==> src/rtl/core/estc_pkg.sv <==
// types, constants and helper functions of the epoch to calendar unit
// no dependencies
`default_nettype none

package estc_pkg;

    localparam int unsigned SECS_PER_DAY  = 86400;
    localparam int unsigned SECS_PER_HOUR = 3600;
    localparam int unsigned SECS_PER_MIN  = 60;
    localparam int unsigned DAYS_PER_WEEK = 7;
    localparam logic [7:0]  YEAR_FIRST    = 8'd70;   // 1970 minus 1900
    localparam logic [7:0]  YEAR_NO_LEAP  = 8'd200;  // 2100, divisible by 100 but not 400
    localparam logic [3:0]  MONTH_FEB     = 4'd1;
    localparam logic [3:0]  MONTH_DEC     = 4'd11;
    localparam logic [15:0] WEEKDAY_SHIFT = 16'd4;   // epoch day was a thursday

    // reciprocals for the constant divisions, exact over each dividend range
    localparam logic [25:0] RECIP_DAY  = 26'd50903317; // ceil(2^35 / 675), 86400 = 675 << 7
    localparam logic [25:0] RECIP_HOUR = 26'd9321;     // ceil(2^21 / 225), 3600 = 225 << 4
    localparam logic [25:0] RECIP_MIN  = 26'd1093;     // ceil(2^14 / 15), 60 = 15 << 2
    localparam logic [25:0] RECIP_WDAY = 26'd74899;    // ceil(2^19 / 7)

    typedef struct packed {
        logic signed [4:0] zone_offset_hours;
    } t_cfg_item;

    typedef struct packed {
        logic [31:0] epoch_seconds;
    } t_in_item;

    typedef struct packed {
        logic [7:0] years_since_1900;
        logic [3:0] month_index;
        logic [4:0] day_of_month;
        logic [4:0] hour_of_day;
        logic [5:0] minute_of_hour;
        logic [5:0] second_of_minute;
        logic [2:0] weekday;
    } t_out_item;

    // constant divisions, in issue order
    typedef enum logic [1:0] {
        DIV_DAY  = 2'd0,
        DIV_HOUR = 2'd1,
        DIV_MIN  = 2'd2,
        DIV_WDAY = 2'd3
    } t_div_op;

    typedef struct packed {
        logic    load_in;
        logic    div_quo;
        logic    div_rem;
        t_div_op div_op;
        logic    year_step;
        logic    month_step;
        logic    capture;
    } t_dp_cmd;

    typedef struct packed {
        logic year_done;
        logic month_done;
    } t_dp_status;

    function automatic logic [16:0] estc_divisor(input t_div_op op);
        logic [16:0] d;
        case (op)
            DIV_DAY:  d = 17'(SECS_PER_DAY);
            DIV_HOUR: d = 17'(SECS_PER_HOUR);
            DIV_MIN:  d = 17'(SECS_PER_MIN);
            default:  d = 17'(DAYS_PER_WEEK);
        endcase
        return d;
    endfunction

    // years 1970..2106 only: divisible by four, except 2100
    function automatic logic estc_is_leap(input logic [7:0] yrs);
        return (yrs[1:0] == 2'b00) && (yrs != YEAR_NO_LEAP);
    endfunction

    function automatic logic [4:0] estc_month_len(input logic [3:0] month, input logic leap);
        logic [4:0] len;
        case (month)
            4'd1:                    len = leap ? 5'd29 : 5'd28;
            4'd3, 4'd5, 4'd8, 4'd10: len = 5'd30;
            default:                 len = 5'd31;
        endcase
        return len;
    endfunction

endpackage

`default_nettype wire

==> src/rtl/core/estc_chan_if.sv <==
// valid/ready channel carrying one payload of a given type
// used by the epoch to calendar unit for config, input and output
`default_nettype none

interface estc_chan_if #(parameter type t_payload = logic);
    logic     valid;
    logic     ready;
    t_payload payload;

    modport source (output valid, output payload, input ready);
    modport sink   (input valid, input payload, output ready);
endinterface

`default_nettype wire

==> src/rtl/core/epoch_seconds_to_calendar_unit.sv <==
// time from request to result grows with Y, the whole years walked (0..136), and M,
// the whole months walked (0..11)
// throughput: one request at a time, the next taken the cycle after the result is stored
// the year walk, one year per cycle, dominates; the four divisions come before it
// reset (synchronous, active low) puts the controller in idle and clears the output valid
// and the zone offset to zero; result payload registers are not reset
`default_nettype none

module epoch_seconds_to_calendar_unit
    import estc_pkg::*;
(
    input  wire logic     i_clk,
    input  wire logic     i_rst_n,
    estc_chan_if.sink     i_cfg,    // zone offset writes, always accepted
    estc_chan_if.sink     i_in,     // epoch second requests
    estc_chan_if.source   o_out     // broken-down calendar results
);

    t_dp_cmd    w_cmd;
    t_dp_status w_status;
    t_cfg_item  w_cfg;
    t_in_item   w_in;
    t_out_item  w_result;
    logic       w_in_ready;
    logic       w_out_valid;

    // the offset register can take a write in any cycle
    assign i_cfg.ready = 1'b1;
    assign w_cfg       = i_cfg.payload;
    assign w_in        = i_in.payload;

    assign i_in.ready    = w_in_ready;
    assign o_out.valid   = w_out_valid;
    assign o_out.payload = w_result;

    // controller: idle, then for each of day, hour, minute and weekday a
    // quotient state and a remainder state, then the year walk, the month
    // walk, and a wait until the output register is free
    estc_ctrl u_ctrl (
        .i_clk       (i_clk),
        .i_rst_n     (i_rst_n),
        .i_in_valid  (i_in.valid),
        .o_in_ready  (w_in_ready),
        .o_out_valid (w_out_valid),
        .i_out_ready (o_out.ready),
        .i_status    (w_status),
        .o_cmd       (w_cmd)
    );

    // datapath: offset add at request, quotient by reciprocal multiply and
    // remainder by multiply and subtract, one year or month subtracted per
    // cycle, output register
    estc_datapath u_datapath (
        .i_clk           (i_clk),
        .i_rst_n         (i_rst_n),
        .i_cfg_we        (i_cfg.valid),
        .i_cfg_zone      (w_cfg.zone_offset_hours),
        .i_epoch_seconds (w_in.epoch_seconds),
        .i_cmd           (w_cmd),
        .o_status        (w_status),
        .o_result        (w_result)
    );

endmodule

`default_nettype wire

==> src/rtl/core/estc_datapath.sv <==
// datapath: offset add, reciprocal constant divisions, year and month walk
// depends on estc_pkg
`default_nettype none

module estc_datapath
    import estc_pkg::*;
(
    input  wire logic              i_clk,
    input  wire logic              i_rst_n,
    input  wire logic              i_cfg_we,
    input  wire logic signed [4:0] i_cfg_zone,
    input  wire logic [31:0]       i_epoch_seconds,
    input  wire t_dp_cmd           i_cmd,
    output t_dp_status             o_status,
    output t_out_item              o_result
);

    logic signed [4:0] r_zone;
    logic [31:0]       r_secs;
    logic [15:0]       r_days;
    logic [16:0]       r_sod;
    logic [11:0]       r_soh;
    logic [4:0]        r_hour;
    logic [5:0]        r_min;
    logic [5:0]        r_sec;
    logic [2:0]        r_wday;
    logic [7:0]        r_year;
    logic [3:0]        r_month;
    logic [15:0]       r_dleft;
    logic [15:0]       r_quo;
    t_out_item         r_out;

    logic signed [16:0] w_off;
    logic [31:0]        w_secs;
    logic [24:0]        w_mul_x;
    logic [25:0]        w_mul_m;
    logic [50:0]        w_mul_p;
    logic [15:0]        w_quo;
    logic [31:0]        w_dvd;
    logic [16:0]        w_div;
    logic [32:0]        w_rem_p;
    logic [31:0]        w_rem;
    logic [15:0]        w_wsum;
    logic               w_leap;
    logic [8:0]         w_ylen;
    logic [4:0]         w_mlen;
    logic               w_year_done;
    logic               w_month_done;

    // offset in seconds fits 17 signed bits, then wraps into the 32-bit count
    assign w_off  = $signed({{12{r_zone[4]}}, r_zone}) * $signed(17'(SECS_PER_HOUR));
    assign w_secs = i_epoch_seconds + {{15{w_off[16]}}, w_off};

    assign w_wsum = r_days + WEEKDAY_SHIFT;

    // quotient: dividend pre-shifted by the divisor's power of two, times reciprocal
    always_comb begin
        case (i_cmd.div_op)
            DIV_DAY: begin
                w_mul_x = r_secs[31:7];
                w_mul_m = RECIP_DAY;
                w_dvd   = r_secs;
            end
            DIV_HOUR: begin
                w_mul_x = {12'd0, r_sod[16:4]};
                w_mul_m = RECIP_HOUR;
                w_dvd   = {15'd0, r_sod};
            end
            DIV_MIN: begin
                w_mul_x = {15'd0, r_soh[11:2]};
                w_mul_m = RECIP_MIN;
                w_dvd   = {20'd0, r_soh};
            end
            default: begin
                w_mul_x = {9'd0, w_wsum};
                w_mul_m = RECIP_WDAY;
                w_dvd   = {16'd0, w_wsum};
            end
        endcase
    end

    assign w_mul_p = 51'(w_mul_x) * 51'(w_mul_m);

    always_comb begin
        case (i_cmd.div_op)
            DIV_DAY:  w_quo = w_mul_p[50:35];
            DIV_HOUR: w_quo = {11'd0, w_mul_p[25:21]};
            DIV_MIN:  w_quo = {10'd0, w_mul_p[19:14]};
            default:  w_quo = {3'd0, w_mul_p[31:19]};
        endcase
    end

    // remainder from the registered quotient
    assign w_div   = estc_divisor(i_cmd.div_op);
    assign w_rem_p = 33'(r_quo) * 33'(w_div);
    assign w_rem   = w_dvd - w_rem_p[31:0];

    assign w_leap       = estc_is_leap(r_year);
    assign w_ylen       = w_leap ? 9'd366 : 9'd365;
    assign w_mlen       = estc_month_len(r_month, w_leap);
    assign w_year_done  = (r_dleft < {7'd0, w_ylen});
    assign w_month_done = (r_dleft < {11'd0, w_mlen}) || (r_month == MONTH_DEC);

    always_ff @(posedge i_clk) begin
        if (!i_rst_n) begin
            r_zone <= '0;
        end else if (i_cfg_we) begin
            r_zone <= i_cfg_zone;
        end
    end

    always_ff @(posedge i_clk) begin
        if (i_cmd.load_in) begin
            r_secs <= w_secs;
        end
        if (i_cmd.div_quo) begin
            r_quo <= w_quo;
        end
        if (i_cmd.div_rem) begin
            case (i_cmd.div_op)
                DIV_DAY: begin
                    r_days  <= r_quo;
                    r_sod   <= w_rem[16:0];
                    r_dleft <= r_quo;
                    r_year  <= YEAR_FIRST;
                    r_month <= '0;
                end
                DIV_HOUR: begin
                    r_hour <= r_quo[4:0];
                    r_soh  <= w_rem[11:0];
                end
                DIV_MIN: begin
                    r_min <= r_quo[5:0];
                    r_sec <= w_rem[5:0];
                end
                default: begin
                    r_wday <= w_rem[2:0];
                end
            endcase
        end
        if (i_cmd.year_step && !w_year_done) begin
            r_dleft <= r_dleft - {7'd0, w_ylen};
            r_year  <= r_year + 8'd1;
        end
        if (i_cmd.month_step && !w_month_done) begin
            r_dleft <= r_dleft - {11'd0, w_mlen};
            r_month <= r_month + 4'd1;
        end
        if (i_cmd.capture) begin
            r_out.years_since_1900 <= r_year;
            r_out.month_index      <= r_month;
            r_out.day_of_month     <= r_dleft[4:0] + 5'd1;
            r_out.hour_of_day      <= r_hour;
            r_out.minute_of_hour   <= r_min;
            r_out.second_of_minute <= r_sec;
            r_out.weekday          <= r_wday;
        end
    end

    assign o_status.year_done  = w_year_done;
    assign o_status.month_done = w_month_done;
    assign o_result            = r_out;

endmodule

`default_nettype wire

==> src/rtl/core/estc_ctrl.sv <==
// controller: sequences the divisions, the year and month walk and the handshakes
// depends on estc_pkg
`default_nettype none

module estc_ctrl
    import estc_pkg::*;
(
    input  wire logic       i_clk,
    input  wire logic       i_rst_n,
    input  wire logic       i_in_valid,
    output logic            o_in_ready,
    output logic            o_out_valid,
    input  wire logic       i_out_ready,
    input  wire t_dp_status i_status,
    output t_dp_cmd         o_cmd
);

    typedef enum logic [5:0] {
        S_IDLE  = 6'b000001,
        S_QUO   = 6'b000010,
        S_REM   = 6'b000100,
        S_YEAR  = 6'b001000,
        S_MONTH = 6'b010000,
        S_DONE  = 6'b100000
    } t_state;

    t_state     r_state, n_state;
    t_div_op    r_op, n_op;
    logic       r_out_valid, n_out_valid;
    logic       w_accept;
    logic       w_capture;

    assign o_in_ready = (r_state == S_IDLE);
    assign w_accept   = i_in_valid && o_in_ready;
    assign w_capture  = (r_state == S_DONE) && (!r_out_valid || i_out_ready);

    always_comb begin
        n_state = r_state;
        n_op    = r_op;
        unique case (r_state)
            S_IDLE: begin
                if (w_accept) begin
                    n_op    = DIV_DAY;
                    n_state = S_QUO;
                end
            end
            S_QUO: begin
                n_state = S_REM;
            end
            S_REM: begin
                unique case (r_op)
                    DIV_DAY:  n_op = DIV_HOUR;
                    DIV_HOUR: n_op = DIV_MIN;
                    DIV_MIN:  n_op = DIV_WDAY;
                    default:  n_op = DIV_DAY;
                endcase
                n_state = (r_op == DIV_WDAY) ? S_YEAR : S_QUO;
            end
            S_YEAR: begin
                if (i_status.year_done) begin
                    n_state = S_MONTH;
                end
            end
            S_MONTH: begin
                if (i_status.month_done) begin
                    n_state = S_DONE;
                end
            end
            S_DONE: begin
                if (w_capture) begin
                    n_state = S_IDLE;
                end
            end
            default: begin
                n_state = S_IDLE;
            end
        endcase
    end

    always_comb begin
        if (w_capture) begin
            n_out_valid = 1'b1;
        end else if (i_out_ready) begin
            n_out_valid = 1'b0;
        end else begin
            n_out_valid = r_out_valid;
        end
    end

    always_ff @(posedge i_clk) begin
        if (!i_rst_n) begin
            r_state     <= S_IDLE;
            r_op        <= DIV_DAY;
            r_out_valid <= 1'b0;
        end else begin
            r_state     <= n_state;
            r_op        <= n_op;
            r_out_valid <= n_out_valid;
        end
    end

    assign o_cmd.load_in    = w_accept;
    assign o_cmd.div_quo    = (r_state == S_QUO);
    assign o_cmd.div_rem    = (r_state == S_REM);
    assign o_cmd.div_op     = r_op;
    assign o_cmd.year_step  = (r_state == S_YEAR);
    assign o_cmd.month_step = (r_state == S_MONTH);
    assign o_cmd.capture    = w_capture;
    assign o_out_valid      = r_out_valid;

endmodule

`default_nettype wire

==> src/flat_wrapper.sv <==
// flat-port wrapper written by rule: the top's interface ports become plain ports
module epoch_seconds_to_calendar_unit_flat import estc_pkg::*;
  (i_clk, i_rst_n, i_cfg_valid, i_cfg_payload, i_cfg_ready, i_in_valid, i_in_payload, i_in_ready, o_out_valid, o_out_payload, o_out_ready);
  estc_chan_if i_cfg_i ();
  estc_chan_if i_in_i ();
  estc_chan_if o_out_i ();
  input  wire logic i_clk;
  input  wire logic i_rst_n;
  input wire logic [$bits(i_cfg_i.valid)-1:0] i_cfg_valid;
  input wire logic [$bits(i_cfg_i.payload)-1:0] i_cfg_payload;
  output wire logic [$bits(i_cfg_i.ready)-1:0] i_cfg_ready;
  input wire logic [$bits(i_in_i.valid)-1:0] i_in_valid;
  input wire logic [$bits(i_in_i.payload)-1:0] i_in_payload;
  output wire logic [$bits(i_in_i.ready)-1:0] i_in_ready;
  output wire logic [$bits(o_out_i.valid)-1:0] o_out_valid;
  output wire logic [$bits(o_out_i.payload)-1:0] o_out_payload;
  input wire logic [$bits(o_out_i.ready)-1:0] o_out_ready;
  assign i_cfg_i.valid = i_cfg_valid;
  assign i_cfg_i.payload = i_cfg_payload;
  assign i_cfg_ready = i_cfg_i.ready;
  assign i_in_i.valid = i_in_valid;
  assign i_in_i.payload = i_in_payload;
  assign i_in_ready = i_in_i.ready;
  assign o_out_valid = o_out_i.valid;
  assign o_out_payload = o_out_i.payload;
  assign o_out_i.ready = o_out_ready;
  epoch_seconds_to_calendar_unit u_core (.i_clk(i_clk), .i_rst_n(i_rst_n), .i_cfg(i_cfg_i), .i_in(i_in_i), .o_out(o_out_i));
endmodule
==> config.mk <==
export PLATFORM = sky130hd
export DESIGN_NAME = epoch_seconds_to_calendar_unit_flat
export DESIGN_NICKNAME = d
export VERILOG_FILES = /design/src/rtl/core/estc_pkg.sv /design/src/rtl/core/estc_chan_if.sv /design/src/rtl/core/epoch_seconds_to_calendar_unit.sv /design/src/rtl/core/estc_datapath.sv /design/src/rtl/core/estc_ctrl.sv /design/src/flat_wrapper.sv
export SDC_FILE = /design/constraint.sdc
export NUM_CORES = 1
export LEC_CHECK = 0
export BUFFER_PORTS_ARGS = -buffer_cell sky130_fd_sc_hd__clkbuf_2
export CORE_AREA = 2 2 307 309
export DETAILED_ROUTE_END_ITERATION = 16
export DIE_AREA = 0 0 309 311
export PLACE_DENSITY = 0.46
export RECOVER_POWER = 25
export SLEW_MARGIN = 30
export SYNTH_ARGS = -nofsm -noshare
export SYNTH_HDL_FRONTEND = slang
export SYNTH_HIERARCHICAL = 1
export SYNTH_SLANG_ARGS = --single-unit
==> constraint.sdc <==
create_clock -name i_clk -period 11.9 [get_ports i_clk]
set_clock_uncertainty 0.2 [all_clocks]
set_input_delay 1.785 -clock i_clk [delete_from_list [all_inputs] [get_ports i_clk]]
set_output_delay 1.785 -clock i_clk [all_outputs]
set_load 0.005 [all_outputs]
==> results.yml, run 1 <==
outcome:
  status: "finished with violations"
  violations: "capacitance limit, slew limit"
timing:
  fin_crit_sh: 0.848
  setup_tns_ns: 0
  hold_viol_final: 0
  setup_slack_ns: 1.81
  fin_crit_ns: 10.09
  worst_pin_slew_ns: 2.87
  relSlewSlack: -0.917
  rsz0062_at_grt: "false"
  fmax_mhz: 99.1
  slew_viol_final: 33
  setup_viol: 0
worst_setup_path:
  endpoint_kind: "flip-flop"
  crit_slowest_cell: "a221oi_1"
  cp_max_fo: 72
  slowest_delay_ns: 0.61
  critPathLaunchType: "flip-flop"
  r2r_slack_ns: 1.81
  worst_ep_required_time_ns: 11.89
  cpMostUsedCell: "fa_1"
  cp.arrival_ns: 10.08
  critPathKind: "flip-flop to flip-flop"
placed_design:
  portBuffers: 9
  dp_hpwl_um: 64700
  gp_congestion: 0.869
  pre_cts_slack_ns: 1.71
  dpl_cell_area_sq_um: 29600
global_route:
  grt_start_max_net_pins: 73
  grt_overflow: 0
  grt.total_usage: 0.165
  antenna_found_initial: 3
  grt_pass1_vias: 20400
  grt_pass1_wl_um: 120000
cells_and_area:
  area_growth_pct: 8.42
  drive_gt1_frac: 0.0329
  fillCellCount: 9924
  design_area_sq_um: 30200
  final_util: 0.325
  diodes: 0
  nets: 3812
cts:
  clock_latency_ns: 0.45
  cts_tree: "yes"
  postCtsHoldBufs: 0
  clkSlewWorstSetupHoldPaths_ns: 0.07
  cts_resized: 0
  cts_inserted_buffers: 17
  cts_max_level: 4
  clock-sinks: 137
  cts_setup_buffers: 0
  cts_max_path_buffers: 2
  clock-root-buffer: "clkbuf_16"
min_path:
  worst_hold_path_type: "flip-flop to flip-flop"
detailed_routing:
  vias_per_cell: 4.53
  ant_nets: 0
  drc: 0
  vias: 19000
  finalWirelength_um: 76600
  drt_iter0_drc: 1014
  wl_per_cell_um: 18.2
  firstDrtPassIters: 5
synth:
  yosysWarningCount: 6
  synth_area_per_cell_sq_um: 9.66
  synth.cell_area_sq_um: 27800
  syn_inst: 2883
floorplan:
  io-pin-count: 11
  die_y_um: 311
  coreArea_sq_um: 92800
  die-area_sq_um: 96100
  rows: 112
  dieWidth_um: 309
  start_util: 0.300
job:
  max-cap-violations: 1
-- through the flow --
step / hold WS, ns / std cells
detailed placement: 0.233 / 4168
CTS: 0.291 / 4200
finish: 0.273 / 4201
floorplan: 0.200 / 2949
global route: 0.285 / 4201
global placement: 0.259 / 4168
-- layer usage --
layer	GRT usage	vias up	share of wire
met5	0	-	0.00022
met4	0.0344	2	0.018
met3	0.0208	67	0.040
met2	0.269	308	0.46
met1	0.233	9501	0.48
li1	-	9142	-
-- critical path, delay by kind of cell (launching register included) --
kind | cells | cell delay, ns
buffers and inverters | 7 | 1.11
adder cells (fa/ha/maj) | 9 | 4.18
AND/OR/NAND/NOR | 3 | 0.69
AO/OA/AOI/OAI | 11 | 3.02
flip-flops | 1 | 0.57
-- cell type report --
| class | instances | area [sq um] | share of cell area |
|---|---|---|---|
| clock buffer | 17 | 425 | 0.0141 |
| inverter | 728 | 2730 | 0.0905 |
| multi-input combinational | 2015 | 21100 | 0.699 |
| timing repair buffer | 35 | 236 | 0.00783 |
| clock inverter | 15 | 156 | 0.00518 |
| tap | 1254 | 1570 | 0.0520 |
| sequential | 137 | 3970 | 0.132 |
-- sequential cells by signal, summed over array words and instances (netlist names), 5 cells and up --
signal	cells
u_core/u_datapath/r_year	8
u_core/u_datapath/r_soh	12
u_core/u_datapath/r_quo	16
u_core/u_ctrl/r_state	6
u_core/u_datapath/r_zone	5
u_core/u_datapath/r_dleft	16
u_core/u_datapath/r_secs	32
u_core/u_datapath/r_days	16
u_core/u_datapath/r_sod	17
-- worst paths after layout --
check                                                      startpoint                                      end  cells past startpoint
worst max register to register     u_core/u_ctrl/r_op[0]$_SDFFE_PN0P_     u_core/u_datapath/r_quo[4]$_DFFE_PP_                     30
worst min register to register  u_core/u_datapath/r_wday[0]$_DFFE_PP_  u_core/u_datapath/o_result[0]$_DFFE_PP_                      0
worst min-delay path            u_core/u_datapath/r_wday[0]$_DFFE_PP_  u_core/u_datapath/o_result[0]$_DFFE_PP_                      0
worst max-delay path               u_core/u_ctrl/r_op[0]$_SDFFE_PN0P_     u_core/u_datapath/r_quo[4]$_DFFE_PP_                     30
-- placed cells by master (no fill, tap or decap), drive strengths merged, types with 9 or more instances in the layout --
cell type and instances:
xnor2 84, a22oi 12, a222oi 9, xor2 48
nor2b 42, o21a 15, fa 452, or3 17
edfxtp 123, a21oi 113, nand2b 34, nor2 108
nand2 174, a21o 37, nand3 29, conb 70
buf 22, nand4 11, o22ai 18, inv 735
nor3 30, dfxtp 14, clkbuf 30, o21bai 12
a31oi 10, and2 82, ha 419, o21ai 66
and3 18
Power of run 1 is left out: the tool's default activity adds up to more than one toggle a clock period on the data nets, which glitch-free logic cannot reach.
==> inputs of run 2 (changes only) <==
--- a/config.mk
+++ b/config.mk
@@ -9,7 +9,7 @@
 export CORE_AREA = 2 2 307 309
 export DETAILED_ROUTE_END_ITERATION = 16
 export DIE_AREA = 0 0 309 311
-export PLACE_DENSITY = 0.46
+export PLACE_DENSITY = 0.47
 export RECOVER_POWER = 25
 export SLEW_MARGIN = 30
 export SYNTH_ARGS = -nofsm -noshare
==> constraint.sdc (replaced) <==
create_clock -name i_clk -period 8.3 [get_ports i_clk]
set_clock_uncertainty 0.2 [all_clocks]
set_input_delay 1.245 -clock i_clk [delete_from_list [all_inputs] [get_ports i_clk]]
set_output_delay 1.245 -clock i_clk [all_outputs]
set_load 0.005 [all_outputs]
==> run 2 against run 1 <==
Compared with the run above: the flow still finishes with violations (capacitance limit, slew limit); global-route usage increased by 0.33 points; via count increased by 4.5%; count of clock-buffer cells in the layout unchanged; sequential cell count unchanged; design area increased by 8.9%; die area unchanged; fmax increased by 24%; wire length increased by 2.3%; utilization increased by 2.9 points; final cell count increased by 5.6%; sequential share of layout area decreased by 1.0 points; first-iteration DRC count decreased by 3.3%; critical endpoint is now u_core/u_datapath/r_quo[13]$_DFFE_PP_.
==> results.yml, run 2 (synthesized netlist as in run 1, its figures left out) <==
cells_and_area:
  reg_top3: "u_core/u_datapath/r_secs (32), u_core/u_datapath/r_sod (17)"
  design_area_sq_um: 32900
  diodes: 0
  final_cells: 4436
  most-common-layout-cells: "inv_1 (693), fa_1 (424), ha_1 (393)"
  max_flop_register: "u_core/u_datapath/r_secs"
  nets: 4047
  area_growth_pct: 18.0
  drive_gt1_frac: 0.153
  largest_reg_flops: 32
  final_common_cell: "inv_1"
global_route:
  grt.total_usage: 0.168
  grt_pass1_vias: 21000
  grt_start_max_net_pins: 34
  grt_pass1_wl_um: 122000
  antenna_found_initial: 2
  grt_overflow: 0
detailed_routing:
  drt_iter0_drc: 981
  wl_per_cell_um: 17.7
  firstDrtPassIters: 7
  finalWirelength_um: 78300
  ant_nets: 0
  vias_per_cell: 4.48
  drc: 0
  vias: 19900
cts:
  clock-root-buffer: "clkbuf_16"
  cts_max_path_buffers: 2
  cts_max_level: 4
  cts_tree: "yes"
  clock-sinks: 137
  clock_latency_ns: 0.45
  cts_inserted_buffers: 17
  clkSlewWorstSetupHoldPaths_ns: 0.06
floorplan:
  die_y_um: 311
  io-pin-count: 11
  rows: 112
  die-area_sq_um: 96100
  dieWidth_um: 309
  start_util: 0.300
  coreArea_sq_um: 92800
outcome:
  violations: "capacitance limit, slew limit"
  status: "finished with violations"
timing:
  fin_crit_ns: 8.13
  fin_crit_sh: 0.980
  worst_pin_slew_ns: 2.80
  setup_viol: 0
  slew_viol_final: 33
  relSlewSlack: -0.869
  hold_viol_final: 0
  fmax_mhz: 123
  setup_tns_ns: 0
  rsz0062_at_grt: "true"
min_path:
  worst_hold_path_type: "flip-flop to flip-flop"
  hold_depth: 2
worst_setup_path:
  slowest_delay_ns: 0.58
  crit_slowest_cell: "fa_2"
  cpMostUsedCell: "fa_1"
  crit_start: "u_core/u_datapath/r_days[3]$_DFFE_PP_"
  reg2reg_from: "u_core/u_datapath/r_days[3]$_DFFE_PP_"
  critPathLaunchType: "flip-flop"
  setup.worst_path.end: "u_core/u_datapath/r_quo[13]$_DFFE_PP_"
  r2r_slack_ns: 0.17
  cp_max_fo: 5
  cp.arrival_ns: 8.13
  r2r_cells: 31
  r2r-end: "u_core/u_datapath/r_quo[13]$_DFFE_PP_"
  critPathKind: "flip-flop to flip-flop"
  worst_ep_required_time_ns: 8.29
  endpoint_kind: "flip-flop"
placed_design:
  dp_hpwl_um: 67000
  portBuffers: 9
  dp.cells: 4383
  dpl_cell_area_sq_um: 31400
  gp_congestion: 0.890
job:
  max-cap-violations: 1
-- run 2: cell count changes in the layout (fill, tap and decap cells not counted), moves of 9 or more --
cell and change:
a21oi_1 -10, ha_1 -22, ha_4 +22, and2_4 +9
inv_2 +31, inv_1 -33, o21ai_0 -10, nor2_1 -10
fa_2 +28, buf_4 +215, fa_1 -28, buf_6 +17
-- run 2: through the flow --
stage                     hold WS [ns]   util  worst slack (ns)
final                            0.375  0.354             0.167
after global routing             0.403  0.354            -0.131
after CTS                        0.389  0.346           0.00957
after detailed placement         0.352  0.338            -0.188
after global placement           0.366  0.338            -0.198
after floorplan                  0.200      -            0.0117
-- run 2: critical path: cells and delay by family (launching register included) --
family                   cells  cell delay, ns
flip-flops                   1            0.37
adder cells (fa/ha/maj)      9            3.86
AO/OA/AOI/OAI                5            0.79
multiplexers                 1            0.11
AND/OR/NAND/NOR              9            1.90
buffers and inverters        7            0.64
-- run 2: how the worst min path moves through the flow --
stage	start	to
2_1_floorplan	u_core/u_datapath/r_wday[0]$_DFFE_PP_	u_core/u_datapath/o_result[0]$_DFFE_PP_
3_3_place_gp	u_core/u_ctrl/o_out_valid$_SDFFE_PN0P_	u_core/u_ctrl/o_out_valid$_SDFFE_PN0P_
3_5_place_dp	u_core/u_datapath/r_wday[0]$_DFFE_PP_	u_core/u_datapath/o_result[0]$_DFFE_PP_
4_1_cts	u_core/u_datapath/r_wday[0]$_DFFE_PP_	u_core/u_datapath/o_result[0]$_DFFE_PP_
5_1_grt	u_core/u_datapath/r_wday[0]$_DFFE_PP_	u_core/u_datapath/o_result[0]$_DFFE_PP_
6_report	u_core/u_ctrl/o_out_valid$_SDFFE_PN0P_	u_core/u_ctrl/o_out_valid$_SDFFE_PN0P_
-- run 2: layer usage --
| layer | GRT usage | vias up | share of wire |
|---|---|---|---|
| met1 | 0.237 | 9920 | 0.47 |
| met4 | 0.0338 | 0 | 0.017 |
| met3 | 0.0177 | 55 | 0.034 |
| li1 | - | 9630 | - |
| met2 | 0.278 | 276 | 0.47 |
| met5 | 0 | - | 0 |
-- run 2: layout make-up --
| class | count | area, sq um |
|---|---|---|
| fillers | 9700 | 59900 |
| multi-input cells | 2015 | 21800 |
| inverters | 728 | 2740 |
| clock buffers | 17 | 425 |
| flip-flops and latches | 137 | 3980 |
| clock inverters | 15 | 154 |
| well taps | 1254 | 1570 |
| repair buffers | 270 | 2140 |
-- run 2: timing repair --
action | in CTS | in global routing
gates resized for setup | 21 | 187
gates cloned | 0 | 0
endpoints found under the setup margin | 12 | 16
pin swaps | 6 | 102
hold buffers | 0 | 0
buffers inserted | 3 | 20
Power of run 2 is left out for the same reason.
==> inputs of run 3 (changes only) <==
--- a/config.mk
+++ b/config.mk
@@ -5,10 +5,11 @@
 export SDC_FILE = /design/constraint.sdc
 export NUM_CORES = 1
 export LEC_CHECK = 0
+export ABC_AREA = 1
 export BUFFER_PORTS_ARGS = -buffer_cell sky130_fd_sc_hd__clkbuf_2
-export CORE_AREA = 2 2 307 309
+export CORE_AREA = 2 2 317 319
 export DETAILED_ROUTE_END_ITERATION = 16
-export DIE_AREA = 0 0 309 311
+export DIE_AREA = 0 0 319 321
 export PLACE_DENSITY = 0.47
 export RECOVER_POWER = 25
 export SLEW_MARGIN = 30
==> run 3 against run 2 <==
Compared with the run above: the flow now finishes without violations; synthesized cell count grew 25%; register-to-register slack gained 0.16 ns; via count grew 14%; utilization shrank 2.5 points; sequential share of layout area grew 0.053 points; non-clock buffer count shrank 184; global-route usage grew 1.2 points; worst setup slack gained 0.16 ns; area after synthesis grew 7.0%; first-iteration DRC count grew 38%; critical endpoint is now u_core/u_datapath/r_quo[5]$_DFFE_PP_; largest cell class unchanged.
==> results.yml, run 3 <==
worst_setup_path:
  critPathKind: "flip-flop to flip-flop"
  endpoint_kind: "flip-flop"
  r2r_cells: 26
  cp.arrival_ns: 8.00
  reg2reg_from: "u_core/u_ctrl/r_op[0]$_SDFFE_PN0P_"
  r2r_slack_ns: 0.33
  worst_ep_required_time_ns: 8.34
  cp_max_fo: 43
  r2r-end: "u_core/u_datapath/r_quo[5]$_DFFE_PP_"
  critPathLaunchType: "flip-flop"
timing:
  fin_crit_ns: 7.97
  setup_viol: 0
  setup_slack_ns: 0.331
  fin_crit_sh: 0.960
  worst_pin_slew_ns: 1.29
  relSlewSlack: 0.137
  hold_viol_final: 0
  whs_ns: 0.269
  fmax_mhz: 125
  setup_tns_ns: 0
  slew_viol_final: 0
global_route:
  grt_pass1_vias: 24000
  grt.total_usage: 0.180
  grt_pass1_wl_um: 139000
  grt_start_max_net_pins: 44
  met2_usage: 0.301
  grt_overflow: 0
  use_met3: 0.0246
  met1_usage: 0.244
  busiest_layer: "met2"
  antenna_found_initial: 3
cts:
  cts_tree: "yes"
  clock_latency_ns: 0.48
  clock-root-buffer: "clkbuf_16"
  postCtsHoldBufs: 0
  clkSlewWorstSetupHoldPaths_ns: 0.08
  cts_max_path_buffers: 2
  cts_max_level: 4
  clock-sinks: 137
  cts_inserted_buffers: 17
cells_and_area:
  design_area_sq_um: 32700
  drive_gt1_frac: 0.0499
  area_growth_pct: 9.64
  final_common_cell: "inv_1"
  reg_top3: "u_core/u_datapath/r_secs (32), u_core/u_datapath/r_sod (17)"
  nets: 4612
  fillCellCount: 10700
  max_flop_register: "u_core/u_datapath/r_secs"
  largest_reg_flops: 32
  most-common-layout-cells: "inv_1 (957), nand2_1 (635), fa_1 (452)"
  diodes: 0
placed_design:
  dpl_cell_area_sq_um: 32000
  dp_hpwl_um: 78200
  portBuffers: 9
  pre_cts_slack_ns: 0.117
  gp_congestion: 0.933
floorplan:
  die_y_um: 321
  start_util: 0.300
  io-pin-count: 11
  dieWidth_um: 319
  coreArea_sq_um: 99300
  die-area_sq_um: 102000
  rows: 116
synth:
  syn_inst: 3613
  synth.cell_area_sq_um: 29800
  yosysWarningCount: 6
  synth_area_per_cell_sq_um: 8.24
detailed_routing:
  wl_per_cell_um: 17.6
  finalWirelength_um: 89000
  ant_nets: 0
  firstDrtPassIters: 5
  vias_per_cell: 4.51
  drt_iter0_drc: 1350
  vias: 22700
  drc: 0
job:
  max-cap-violations: 0
outcome:
  status: "complete, no violations"
min_path:
  min_from: "u_core/u_datapath/r_wday[0]$_DFFE_PP_"
  hold_depth: 0
  hold_end: "u_core/u_datapath/o_result[0]$_DFFE_PP_"
  worst_hold_path_type: "flip-flop to flip-flop"
## run 3: through the flow
step	instances	utilization
floorplan	3679	-
global placement	5009	0.322
detailed placement	5010	0.323
CTS	5042	0.328
global route	5045	0.329
finish	5045	0.329
## run 3: critical path: stages, from the launching register on
cell      delay (ns)
dfxtp_1         0.34
buf_4           0.18
ha_2            0.25
buf_12          0.27
nand3_1         0.31
inv_2           0.23
nor2_2          0.07
buf_4           0.17
inv_1           0.08
nand2_1         0.12
fa_1            0.54
fa_1            0.54
inv_1           0.05
fa_1            0.48
fa_1            0.64
fa_1            0.46
fa_1            0.51
fa_1            0.44
ha_1            0.38
a21oi_1         0.25
o21ai_0         0.21
a21oi_1         0.43
nand3_1         0.21
nand2_1         0.12
nand3b_1        0.09
nand3_1         0.09
nand3_1         0.07
## run 3: final cells by class
| cell class | count | area [sq um] | share of cell area |
|---|---|---|---|
| clock inverter | 14 | 131 | 0.00402 |
| multi-input combinational | 2523 | 22200 | 0.680 |
| inverter | 969 | 3650 | 0.112 |
| clock buffer | 18 | 439 | 0.0134 |
| sequential | 137 | 3970 | 0.122 |
| timing repair buffer | 86 | 631 | 0.0193 |
| tap | 1298 | 1620 | 0.0497 |
## run 3: worst max path at each step
stage / from / end / slack, ns / cells after the start
4_1_cts: u_core/u_ctrl/r_op[1]$_SDFFE_PN0P_ / u_core/u_datapath/r_quo[8]$_DFFE_PP_ / 0.07 / 30
3_3_place_gp: u_core/u_ctrl/r_op[1]$_SDFFE_PN0P_ / u_core/u_datapath/r_quo[8]$_DFFE_PP_ / 0.13 / 30
2_1_floorplan: u_core/u_ctrl/r_op[1]$_SDFFE_PN0P_ / u_core/u_datapath/r_quo[0]$_DFFE_PP_ / 0.69 / 37
5_1_grt: u_core/u_ctrl/r_op[1]$_SDFFE_PN0P_ / u_core/u_datapath/r_quo[7]$_DFFE_PP_ / -0.02 / 31
6_report: u_core/u_ctrl/r_op[0]$_SDFFE_PN0P_ / u_core/u_datapath/r_quo[5]$_DFFE_PP_ / 0.33 / 26
3_5_place_dp: u_core/u_ctrl/r_op[1]$_SDFFE_PN0P_ / u_core/u_datapath/r_quo[8]$_DFFE_PP_ / 0.12 / 30
## run 3: layer usage
metal,share of wire,vias up,wire [um]
met3,0.043,87,3810
met2,0.46,431,41200
met5,0,-,0
met1,0.47,11000,41900
li1,-,11200,-
met4,0.023,0,2030
## run 3: repair_timing
action                                  in CTS  in global routing
endpoints found under the hold margin        0                  0
resized for setup                            0                 19
setup buffers                                0                  3
endpoints found under the setup margin       0                 16
Power of run 3 is left out for the same reason.
